### config.mk
export PLATFORM = sky130hd
export DESIGN_NAME = sha256_stream_hasher_top
export DESIGN_NICKNAME = d
export VERILOG_FILES = /design/src/sv/shs_pkg.sv /design/src/sv/shs_datapath.sv /design/src/sv/shs_controller.sv /design/src/sv/sha256_stream_hasher_top.sv
export VERILOG_INCLUDE_DIRS = /design/src /design/src/sv
export SDC_FILE = /design/constraint.sdc
export NUM_CORES = 2
export LEC_CHECK = 0
export ABC_AREA = 0
export BUFFER_PORTS_ARGS = -buffer_cell sky130_fd_sc_hd__buf_2
export CAP_MARGIN = 20
export CORE_ASPECT_RATIO = 1.25
export CORE_MARGIN = 2
export CORE_UTILIZATION = 42
export CTS_CLUSTER_DIAMETER = 30
export CTS_CLUSTER_SIZE = 14
export DETAILED_ROUTE_END_ITERATION = 16
export PLACE_DENSITY = 0.66
export SYNTH_ARGS = -nofsm -noshare
export SYNTH_HDL_FRONTEND = slang
export SYNTH_SLANG_ARGS = --single-unit
export TNS_END_PERCENT = 30
### constraint.sdc
create_clock -name clk -period 37.1 [get_ports clk]
set_clock_uncertainty 0.05 [all_clocks]
set_input_delay 7.42 -clock clk [delete_from_list [all_inputs] [get_ports clk]]
set_output_delay 7.42 -clock clk [all_outputs]
set_load 0.02 [all_outputs]
### src/sv/sha256_stream_hasher_top_macros.svh
// Assertion macros for the SHA-256 stream hasher controller.
`ifndef SHA256_STREAM_HASHER_TOP_MACROS_SVH
`define SHA256_STREAM_HASHER_TOP_MACROS_SVH
// Implication checked on every rising clock edge outside reset.
`define SHS_ASSERT_IMP(label, clk, rst_n, ante, cons, msg) \
	label: assert property (@(posedge clk) disable iff (!rst_n) (ante) |-> (cons)) \
		else $error(msg);
// Next-cycle implication checked outside reset.
`define SHS_ASSERT_NEXT(label, clk, rst_n, ante, cons, msg) \
	label: assert property (@(posedge clk) disable iff (!rst_n) (ante) |=> (cons)) \
		else $error(msg);
`endif

### src/sv/shs_pkg.sv
// Package with SHA-256 constants, functions and the controller-datapath command and status types.
package shs_pkg;

	// Datapath commands issued by the controller.
	typedef enum logic [2:0] {
		CMD_NONE,
		CMD_PUSH,
		CMD_ROUND,
		CMD_FOLD,
		CMD_RESTART,
		CMD_SHIFT_OUT
	} cmd_op_t;

	typedef struct packed {
		cmd_op_t    op;
		logic [7:0] push_byte;
		logic       count_msg;
		logic [5:0] round_idx;
	} dp_cmd_t;

	typedef struct packed {
		logic [5:0]  fill;
		logic [63:0] msg_bytes;
	} dp_status_t;

	localparam logic [7:0] PAD_BYTE   = 8'h80;
	localparam logic [5:0] LENGTH_POS = 6'd56;

	function automatic logic [31:0] init_h(input logic [2:0] i);
		logic [31:0] r;
		case (i)
			3'd0: r = 32'h6a09e667;
			3'd1: r = 32'hbb67ae85;
			3'd2: r = 32'h3c6ef372;
			3'd3: r = 32'ha54ff53a;
			3'd4: r = 32'h510e527f;
			3'd5: r = 32'h9b05688c;
			3'd6: r = 32'h1f83d9ab;
			default: r = 32'h5be0cd19;
		endcase
		return r;
	endfunction

	function automatic logic [31:0] round_k(input logic [5:0] i);
		logic [31:0] r;
		case (i)
			6'd0: r = 32'h428a2f98; 6'd1: r = 32'h71374491; 6'd2: r = 32'hb5c0fbcf;
			6'd3: r = 32'he9b5dba5; 6'd4: r = 32'h3956c25b; 6'd5: r = 32'h59f111f1;
			6'd6: r = 32'h923f82a4; 6'd7: r = 32'hab1c5ed5; 6'd8: r = 32'hd807aa98;
			6'd9: r = 32'h12835b01; 6'd10: r = 32'h243185be; 6'd11: r = 32'h550c7dc3;
			6'd12: r = 32'h72be5d74; 6'd13: r = 32'h80deb1fe; 6'd14: r = 32'h9bdc06a7;
			6'd15: r = 32'hc19bf174; 6'd16: r = 32'he49b69c1; 6'd17: r = 32'hefbe4786;
			6'd18: r = 32'h0fc19dc6; 6'd19: r = 32'h240ca1cc; 6'd20: r = 32'h2de92c6f;
			6'd21: r = 32'h4a7484aa; 6'd22: r = 32'h5cb0a9dc; 6'd23: r = 32'h76f988da;
			6'd24: r = 32'h983e5152; 6'd25: r = 32'ha831c66d; 6'd26: r = 32'hb00327c8;
			6'd27: r = 32'hbf597fc7; 6'd28: r = 32'hc6e00bf3; 6'd29: r = 32'hd5a79147;
			6'd30: r = 32'h06ca6351; 6'd31: r = 32'h14292967; 6'd32: r = 32'h27b70a85;
			6'd33: r = 32'h2e1b2138; 6'd34: r = 32'h4d2c6dfc; 6'd35: r = 32'h53380d13;
			6'd36: r = 32'h650a7354; 6'd37: r = 32'h766a0abb; 6'd38: r = 32'h81c2c92e;
			6'd39: r = 32'h92722c85; 6'd40: r = 32'ha2bfe8a1; 6'd41: r = 32'ha81a664b;
			6'd42: r = 32'hc24b8b70; 6'd43: r = 32'hc76c51a3; 6'd44: r = 32'hd192e819;
			6'd45: r = 32'hd6990624; 6'd46: r = 32'hf40e3585; 6'd47: r = 32'h106aa070;
			6'd48: r = 32'h19a4c116; 6'd49: r = 32'h1e376c08; 6'd50: r = 32'h2748774c;
			6'd51: r = 32'h34b0bcb5; 6'd52: r = 32'h391c0cb3; 6'd53: r = 32'h4ed8aa4a;
			6'd54: r = 32'h5b9cca4f; 6'd55: r = 32'h682e6ff3; 6'd56: r = 32'h748f82ee;
			6'd57: r = 32'h78a5636f; 6'd58: r = 32'h84c87814; 6'd59: r = 32'h8cc70208;
			6'd60: r = 32'h90befffa; 6'd61: r = 32'ha4506ceb; 6'd62: r = 32'hbef9a3f7;
			default: r = 32'hc67178f2;
		endcase
		return r;
	endfunction

	function automatic logic [31:0] rotr(input logic [31:0] x, input int n);
		return (x >> n) | (x << (32 - n));
	endfunction

endpackage

### src/sv/shs_datapath.sv
// SHA-256 datapath: byte buffer as a 16-word schedule window, working and chaining words.
module shs_datapath
	import shs_pkg::*;
(
	input  logic        clk,
	input  logic        arst_n,
	input  dp_cmd_t     cmd,
	output dp_status_t  status,
	output logic [31:0] head_word
);

	logic [31:0] w_q [16];
	logic [31:0] v_q [8];
	logic [31:0] h_q [8];
	logic [5:0]  fill_q;
	logic [63:0] msg_q;

	logic [31:0] s0, s1, w_new, w_cur, t1, t2, e, a;

	// Message schedule word and round terms.
	always_comb begin
		s0 = rotr(w_q[1], 7) ^ rotr(w_q[1], 18) ^ (w_q[1] >> 3);
		s1 = rotr(w_q[14], 17) ^ rotr(w_q[14], 19) ^ (w_q[14] >> 10);
		w_new = s1 + w_q[9] + s0 + w_q[0];
		w_cur = w_q[0];
		e = v_q[4];
		a = v_q[0];
		t1 = v_q[7] + (rotr(e, 6) ^ rotr(e, 11) ^ rotr(e, 25))
			+ ((e & v_q[5]) ^ (~e & v_q[6])) + round_k(cmd.round_idx) + w_cur;
		t2 = (rotr(a, 2) ^ rotr(a, 13) ^ rotr(a, 22))
			+ ((a & v_q[1]) ^ (a & v_q[2]) ^ (v_q[1] & v_q[2]));
	end

	// Control state of the datapath: fill count and message length.
	always_ff @(posedge clk or negedge arst_n) begin
		if (!arst_n) begin
			fill_q <= '0;
			msg_q  <= '0;
		end else begin
			case (cmd.op)
				CMD_PUSH: begin
					fill_q <= fill_q + 6'd1;
					if (cmd.count_msg) msg_q <= msg_q + 64'd1;
				end
				CMD_RESTART: begin
					fill_q <= '0;
					msg_q  <= '0;
				end
				default: ;
			endcase
		end
	end

	// Chaining words, reset to the initial hash values.
	always_ff @(posedge clk or negedge arst_n) begin
		if (!arst_n) begin
			for (int i = 0; i < 8; i++) h_q[i] <= init_h(3'(i));
		end else begin
			case (cmd.op)
				CMD_FOLD: for (int i = 0; i < 8; i++) h_q[i] <= h_q[i] + v_q[i];
				CMD_RESTART: for (int i = 0; i < 8; i++) h_q[i] <= init_h(3'(i));
				CMD_SHIFT_OUT: begin
					for (int i = 0; i < 7; i++) h_q[i] <= h_q[i+1];
					h_q[7] <= h_q[0];
				end
				default: ;
			endcase
		end
	end

	// Schedule window and working variables.
	always_ff @(posedge clk) begin
		case (cmd.op)
			CMD_PUSH: begin
				// Bytes shift into the window; after 64 pushes w_q[0] holds word 0.
				for (int i = 0; i < 15; i++) w_q[i] <= {w_q[i][23:0], w_q[i+1][31:24]};
				w_q[15] <= {w_q[15][23:0], cmd.push_byte};
				if (fill_q == 6'd63) for (int i = 0; i < 8; i++) v_q[i] <= h_q[i];
			end
			CMD_ROUND: begin
				for (int i = 0; i < 15; i++) w_q[i] <= w_q[i+1];
				w_q[15] <= w_new;
				v_q[7] <= v_q[6]; v_q[6] <= v_q[5]; v_q[5] <= v_q[4];
				v_q[4] <= v_q[3] + t1;
				v_q[3] <= v_q[2]; v_q[2] <= v_q[1]; v_q[1] <= v_q[0];
				v_q[0] <= t1 + t2;
			end
			default: ;
		endcase
	end

	assign status.fill      = fill_q;
	assign status.msg_bytes = msg_q;
	assign head_word        = h_q[0];

endmodule

### src/sv/shs_controller.sv
// SHA-256 controller: sequences byte loads, padding, rounds and digest output.
module shs_controller
	import shs_pkg::*;
(
	input  logic        clk,
	input  logic        arst_n,
	input  logic [7:0]  data_byte,
	input  logic        has_byte,
	input  logic        is_last,
	input  logic        in_valid,
	output logic        in_ready,
	input  dp_status_t  status,
	output dp_cmd_t     cmd,
	output logic        out_valid,
	input  logic        out_ready,
	output logic [2:0]  word_index,
	output logic        last_word
);
	`include "sha256_stream_hasher_top_macros.svh"

	typedef enum logic [2:0] {
		S_IDLE, S_BYTE, S_PAD, S_ROUND, S_FOLD, S_OUT, S_DONE
	} state_t;

	state_t      state_q;
	logic [7:0]  byte_q;
	logic        last_q, padding_q, tail_q;
	logic [5:0]  round_q;
	logic [2:0]  widx_q;
	logic [63:0] bitlen_q;
	logic [2:0]  len_idx;
	logic [7:0]  pad_byte;

	assign in_ready   = (state_q == S_IDLE);
	assign out_valid  = (state_q == S_OUT);
	assign word_index = widx_q;
	assign last_word  = (widx_q == 3'd7);

	// Pad byte: 0x80 first, zeros, then big-endian bit length in the block that carries it.
	always_comb begin
		len_idx = status.fill[2:0];
		if (!padding_q) pad_byte = PAD_BYTE;
		else if (tail_q && status.fill >= LENGTH_POS) pad_byte = bitlen_q[8*(7-len_idx) +: 8];
		else pad_byte = 8'h00;
	end

	// Command to the datapath.
	always_comb begin
		cmd = '{op: CMD_NONE, push_byte: 8'h00, count_msg: 1'b0, round_idx: round_q};
		case (state_q)
			S_BYTE: begin
				cmd.op = CMD_PUSH; cmd.push_byte = byte_q; cmd.count_msg = 1'b1;
			end
			S_PAD: begin
				cmd.op = CMD_PUSH; cmd.push_byte = pad_byte;
			end
			S_ROUND: cmd.op = CMD_ROUND;
			S_FOLD: cmd.op = CMD_FOLD;
			S_OUT: if (out_ready) cmd.op = CMD_SHIFT_OUT;
			S_DONE: cmd.op = CMD_RESTART;
			default: ;
		endcase
	end

	// State machine.
	always_ff @(posedge clk or negedge arst_n) begin
		if (!arst_n) begin
			state_q   <= S_IDLE;
			last_q    <= 1'b0;
			padding_q <= 1'b0;
			tail_q    <= 1'b0;
			round_q   <= '0;
			widx_q    <= '0;
			byte_q    <= '0;
			bitlen_q  <= '0;
		end else begin
			case (state_q)
				S_IDLE: if (in_valid) begin
					byte_q <= data_byte; last_q <= is_last;
					padding_q <= 1'b0;
					tail_q    <= 1'b0;
					if (has_byte) state_q <= S_BYTE;
					else if (is_last) begin
						bitlen_q <= {status.msg_bytes[60:0], 3'b000};
						state_q  <= S_PAD;
					end
				end
				S_BYTE: begin
					if (status.fill == 6'd63) begin
						round_q <= '0; state_q <= S_ROUND;
					end else if (last_q) begin
						state_q  <= S_PAD;
					end else state_q <= S_IDLE;
					if (last_q) bitlen_q <= {status.msg_bytes[60:0] + 61'd1, 3'b000};
				end
				S_PAD: begin
					padding_q <= 1'b1;
					// The length fits behind the 0x80 byte only if that byte lands before 56.
					if (!padding_q) tail_q <= (status.fill < LENGTH_POS);
					if (status.fill == 6'd63) begin
						round_q <= '0; state_q <= S_ROUND;
					end
				end
				S_ROUND: begin
					round_q <= round_q + 6'd1;
					if (round_q == 6'd63) state_q <= S_FOLD;
				end
				S_FOLD: begin
					// Ends a data block, an overflow padding block or the final block.
					if (last_q && tail_q) begin
						widx_q <= '0; state_q <= S_OUT;
					end else if (last_q) begin
						if (padding_q) tail_q <= 1'b1;
						state_q <= S_PAD;
					end else state_q <= S_IDLE;
				end
				S_OUT: if (out_ready) begin
					widx_q <= widx_q + 3'd1;
					if (widx_q == 3'd7) state_q <= S_DONE;
				end
				S_DONE: state_q <= S_IDLE;
				default: state_q <= S_IDLE;
			endcase
		end
	end

	`SHS_ASSERT_IMP(a_no_accept_busy, clk, arst_n, state_q != S_IDLE, !in_ready, "input taken while busy")
	`SHS_ASSERT_NEXT(a_round_to_fold, clk, arst_n, state_q == S_ROUND && round_q == 6'd63, state_q == S_FOLD, "round count overrun")
	`SHS_ASSERT_NEXT(a_out_done, clk, arst_n, state_q == S_OUT && out_ready && widx_q == 3'd7, state_q == S_DONE, "digest length wrong")

endmodule

### src/sv/sha256_stream_hasher_top.sv
// Top level of the SHA-256 stream hasher.
// A byte request is taken in the idle state and pushed in the byte state; a block boundary adds the
// rounds and a fold. A last request adds padding, one pad byte per push, each padded block's rounds
// and fold, then 8 words. Input is taken only while idle: a single round unit, no block double buffer.
// Reset (arst_n low) loads the initial hash values and clears fill count and length.
module sha256_stream_hasher_top
	import shs_pkg::*;
(
	input  logic        clk,
	input  logic        arst_n,
	input  logic        in_valid,
	output logic        in_ready,
	input  logic [7:0]  data_byte,
	input  logic        has_byte,
	input  logic        is_last,
	output logic        out_valid,
	input  logic        out_ready,
	output logic [31:0] digest_word,
	output logic [2:0]  word_index,
	output logic        last_word
);

	dp_cmd_t    cmd;
	dp_status_t status;

	shs_controller u_ctrl (
		.clk, .arst_n, .data_byte, .has_byte, .is_last, .in_valid, .in_ready,
		.status, .cmd, .out_valid, .out_ready, .word_index, .last_word
	);

	shs_datapath u_dp (
		.clk, .arst_n, .cmd, .status, .head_word(digest_word)
	);

endmodule

==> results.py <==
metrics = {
    "critical_path": {
        "critPathSlowestCell": "dfrtp_1",
        "critPathKind": "reg -> reg",
        "r2r-end": "u_dp.v_q[0][29]",
        "setup.worst_path.start": "u_ctrl.round_q[0]",
        "cp_num_cells": 33,
        "crit_buf_inv": 2,
        "reg2regPathDepth": 33,
        "endpoint": "u_dp.v_q[0][29]",
        "path_delay_family": "compound AO/OA/AOI/OAI gates",
        "worst-r2r-setup-slack_ns": 25.96,
        "setup.worst_path.start_class": "register",
        "critPathRequiredTime_ns": 37.62,
        "endpoint_kind": "register",
        "critPathMaxStageDelay_ns": 0.76,
        "r2r-start": "u_ctrl.round_q[0]",
        "crit_top_cell": "fa_1",
        "crit_arrival_ns": 11.65,
        "worst-path-max-fanout": 17,
    },
    "logic_synthesis": {
        "synth_nets": 9185,
        "synth-main-ff-cell": "edfxtp_1",
        "yosysSeqAreaShare_pct": 42.29,
        "synth.distinct_cells": 115,
        "synthesis.yosys.warnings": 0,
        "synth_area_sq_um": 79020,
        "synth_edf_count": 768,
        "synthArstFlopShare_pct": 34.64,
        "ys_ff_latch": 1175,
        "synth_cells": 8580,
        "syn-mean-instance-area_sq_um": 9.210,
    },
    "sta": {
        "worstMarginPinSlew_ns": 1.193,
        "tns_ns": 0,
        "drv_slew": 0,
        "finalHoldViolCount": 0,
        "min_period_ns": 11.14,
        "period_share_pct": 30.01,
        "relSlewSlack_pct": 20.45,
        "fmax_ghz": 0.08981,
        "setup_viol": 0,
        "rsz0062_at_grt": "no",
    },
    "detailed_routing": {
        "route.final.wire_length_mm": 244.2,
        "final_antenna_net_count": 0,
        "dr.pass1.iters": 6,
        "wl_per_cell_um": 21.90,
        "vias_per_cell": 5.720,
        "drc": 0,
        "via_count": 63780,
        "drt_iter0_drc": 5851,
    },
    "global_route": {
        "grt_pass1_wl_mm": 372.5,
        "grt_max_degree": 243,
        "grt_pass1_vias": 62580,
        "antenna_found_initial": 5,
        "grt_use_total_pct": 25.13,
        "grt_overflow_total": 0,
    },
    "cts": {
        "cts_buffer_depth": 3,
        "cts_tree": "built",
        "cts-resized-gates": 0,
        "clock_latency_ns": 0.88,
        "cts_setup_buffers": 0,
        "clkTransAtPathRegs_ns": 0.05,
        "cts_buffers": 219,
        "clock-root-buffer": "clkbuf_16",
        "postCtsHoldBufs": 0,
        "cts_max_level": 4,
        "clock_sinks": 1175,
    },
    "finish": {
        "fillers": 17440,
        "drive_above_1_share_pct": 11.05,
        "area_growth_pct": 12.76,
        "seqCellArea_sq_um": 33420,
        "nets": 9034,
        "multi_input_area_sq_um": 42640,
    },
    "floorplan": {
        "die-area_sq_um": 191700,
        "initial_core_util_pct": 42.14,
        "die_w_um": 392.0,
        "rows": 178,
        "io_pins": 52,
        "core-area_sq_um": 187500,
        "dieHeight_um": 489.0,
    },
    "place": {
        "hpwl_mm": 172.0,
        "gp_routability_congestion": 1.000,
        "portBuffers": 51,
    },
    "job": {
        "cap_violations": 0,
    },
    "worst_hold_path": {
        "whs_path_depth": 2,
        "hold_path.startpoint": "u_dp.h_q[39]",
        "min_path_type": "reg -> reg",
    },
    "outcome": {
        "status": "finished, final reports clean",
    },
}
cells in the final DEF, fill, tap and decap left out, types with 25 or more instances in the layout:
cell type   Yosys  routed
nand2_1      2096    2091
edfxtp_1      768     768
a21oi_1       631     629
o21ai_0       625     625
nor2_1        570     565
xnor2_1       431     431
ha_1          396     396
inv_1         278     277
dfrtp_1       271     268
clkbuf_16       0     221
fa_1          195     195
xor2_1        194     194
mux2_2        188     188
a21o_1        147     147
dfstp_2       136     136
nand3_1        95      94
nor3_1         94      92
buf_4          34      72
a31oi_1        65      65
a211oi_1       62      62
nand2b_1       55      55
o21a_1         53      53
buf_2           2      50
and3_1         50      49
o21bai_1       46      46
nor2b_1        45      45
mux2i_1        43      43
o211ai_1       39      39
o221ai_1       36      36
or3_1          32      32
nand4_1        32      32
o31ai_1        29      29
clkinvlp_4      0      27
clkinv_2        0      27
maj3_1         26      26
inv_6           0      25
state kept, by name, summed over array words and instances, names as in the netlist:
| signal | cells |
|---|---|
| u_dp.w_q | 512 |
| u_dp.v_q | 256 |
| u_dp.h_q | 224 |
| u_ctrl.bitlen_q | 61 |
| u_dp.msg_q | 61 |
| u_dp.head_word | 32 |
| u_ctrl.byte_q | 8 |
| u_ctrl.round_q | 6 |
| u_dp.fill_q | 6 |
| u_ctrl.state_q | 3 |
| u_ctrl.word_index | 3 |
| u_ctrl.last_q | 1 |
| u_ctrl.padding_q | 1 |
| u_ctrl.tail_q | 1 |
logic make-up (layout without fill, tap and decap cells):
logic type	count (synthesis)	count (layout)	synth area share (%)
and+or+nand+nor	3164	3164	16.50
other	0	3	0
DFF	1175	1175	42.29
adders and majority gates	617	617	11.54
buffers and inverters	785	832	3.895
AOI/OAI and AO/OA	1964	1964	15.08
muxes	248	248	3.708
xor gates and xnor gates	627	627	6.984
cells in the mapped netlist, types with 13 or more instances:
library cell / number / area [sq um]
dfstp_2: 136 / 3573
o211ai_1: 39 / 292.8
a21oi_1: 631 / 3158
nand2_1: 2096 / 7868
a31oi_1: 65 / 406.6
nand3_1: 95 / 475.5
edfxtp_1: 768 / 23060
xor2_1: 194 / 1699
o21bai_1: 46 / 345.3
o221ai_1: 36 / 315.3
o22ai_1: 23 / 143.9
nor3_1: 94 / 470.5
o31ai_1: 29 / 217.7
o21ai_0: 625 / 3128
and3_1: 50 / 312.8
xnor2_1: 431 / 3775
and2_1: 23 / 143.9
ha_1: 396 / 4955
a211oi_1: 62 / 465.5
a21o_1: 147 / 1104
a311oi_1: 13 / 113.9
nor2b_1: 45 / 281.5
maj3_1: 26 / 260.3
fa_1: 195 / 3904
o21ai_1: 14 / 70.07
nor2_1: 570 / 2140
clkbuf_1: 436 / 1637
o21a_1: 53 / 397.9
dfrtp_1: 271 / 6782
buf_4: 34 / 255.2
mux4_2: 17 / 382.9
buf_1: 32 / 120.1
nand2b_1: 55 / 344.1
nand4_1: 32 / 200.2
a211o_1: 14 / 122.6
or3_1: 32 / 200.2
inv_1: 278 / 1044
mux2_2: 188 / 2117
mux2i_1: 43 / 430.4
area by class of cell:
| cell class | instances | area share [%] |
|---|---|---|
| clock buffers | 253 | 6.521 |
| diodes | 3 | 0.008425 |
| well taps | 2520 | 3.539 |
| repair buffers | 133 | 1.163 |
| inverters | 280 | 1.188 |
| clock inverters | 166 | 2.214 |
| flip-flops and latches | 1175 | 37.51 |
| multi-input cells | 6620 | 47.85 |
how the worst min path moves through the flow:
stage	endpoint	slack (ns)
3_5_place_dp	u_dp.h_q[39]	0.42
3_3_place_gp	u_dp.h_q[35]	0.42
6_report	u_dp.h_q[39]	0.43
5_1_grt	u_dp.h_q[35]	0.46
2_1_floorplan	u_dp.h_q[71]	0.40
4_1_cts	u_dp.h_q[39]	0.43
metal layers:
metal  part of all wire [%]  track usage (%)
met3                    7.2            4.028
met2                     46            40.13
met1                     41            33.05
met5                      0                0
met4                    5.3            12.67
worst reg2reg max path, delay by kind of cell (launching register included):
| family | cells | cell delay [ns] |
|---|---|---|
| xor gates and xnor gates | 2 | 0.31 |
| AOI/OAI and AO/OA | 18 | 5.01 |
| and+or+nand+nor | 3 | 0.72 |
| buffers and inverters | 2 | 0.54 |
| DFF | 1 | 0.76 |
| adders and majority gates | 8 | 3.50 |
metrics by stage:
stage	area [sq um]	cells	hold WS [ns]	util, %	worst slack (ns)
2_1_floorplan	79020	8580	0.4018	-	13.62
3_3_place_gp	81180	10720	0.4187	43.29	26.24
3_5_place_dp	81180	10720	0.4216	43.29	26.11
4_1_cts	88960	11140	0.4307	47.44	26.10
5_1_grt	89100	11150	0.4567	47.51	25.41
6_report	89100	11150	0.4326	47.51	25.96
Power is not shown: default switching activity piles up to over one toggle a cycle in this logic, so the estimate is an artifact.
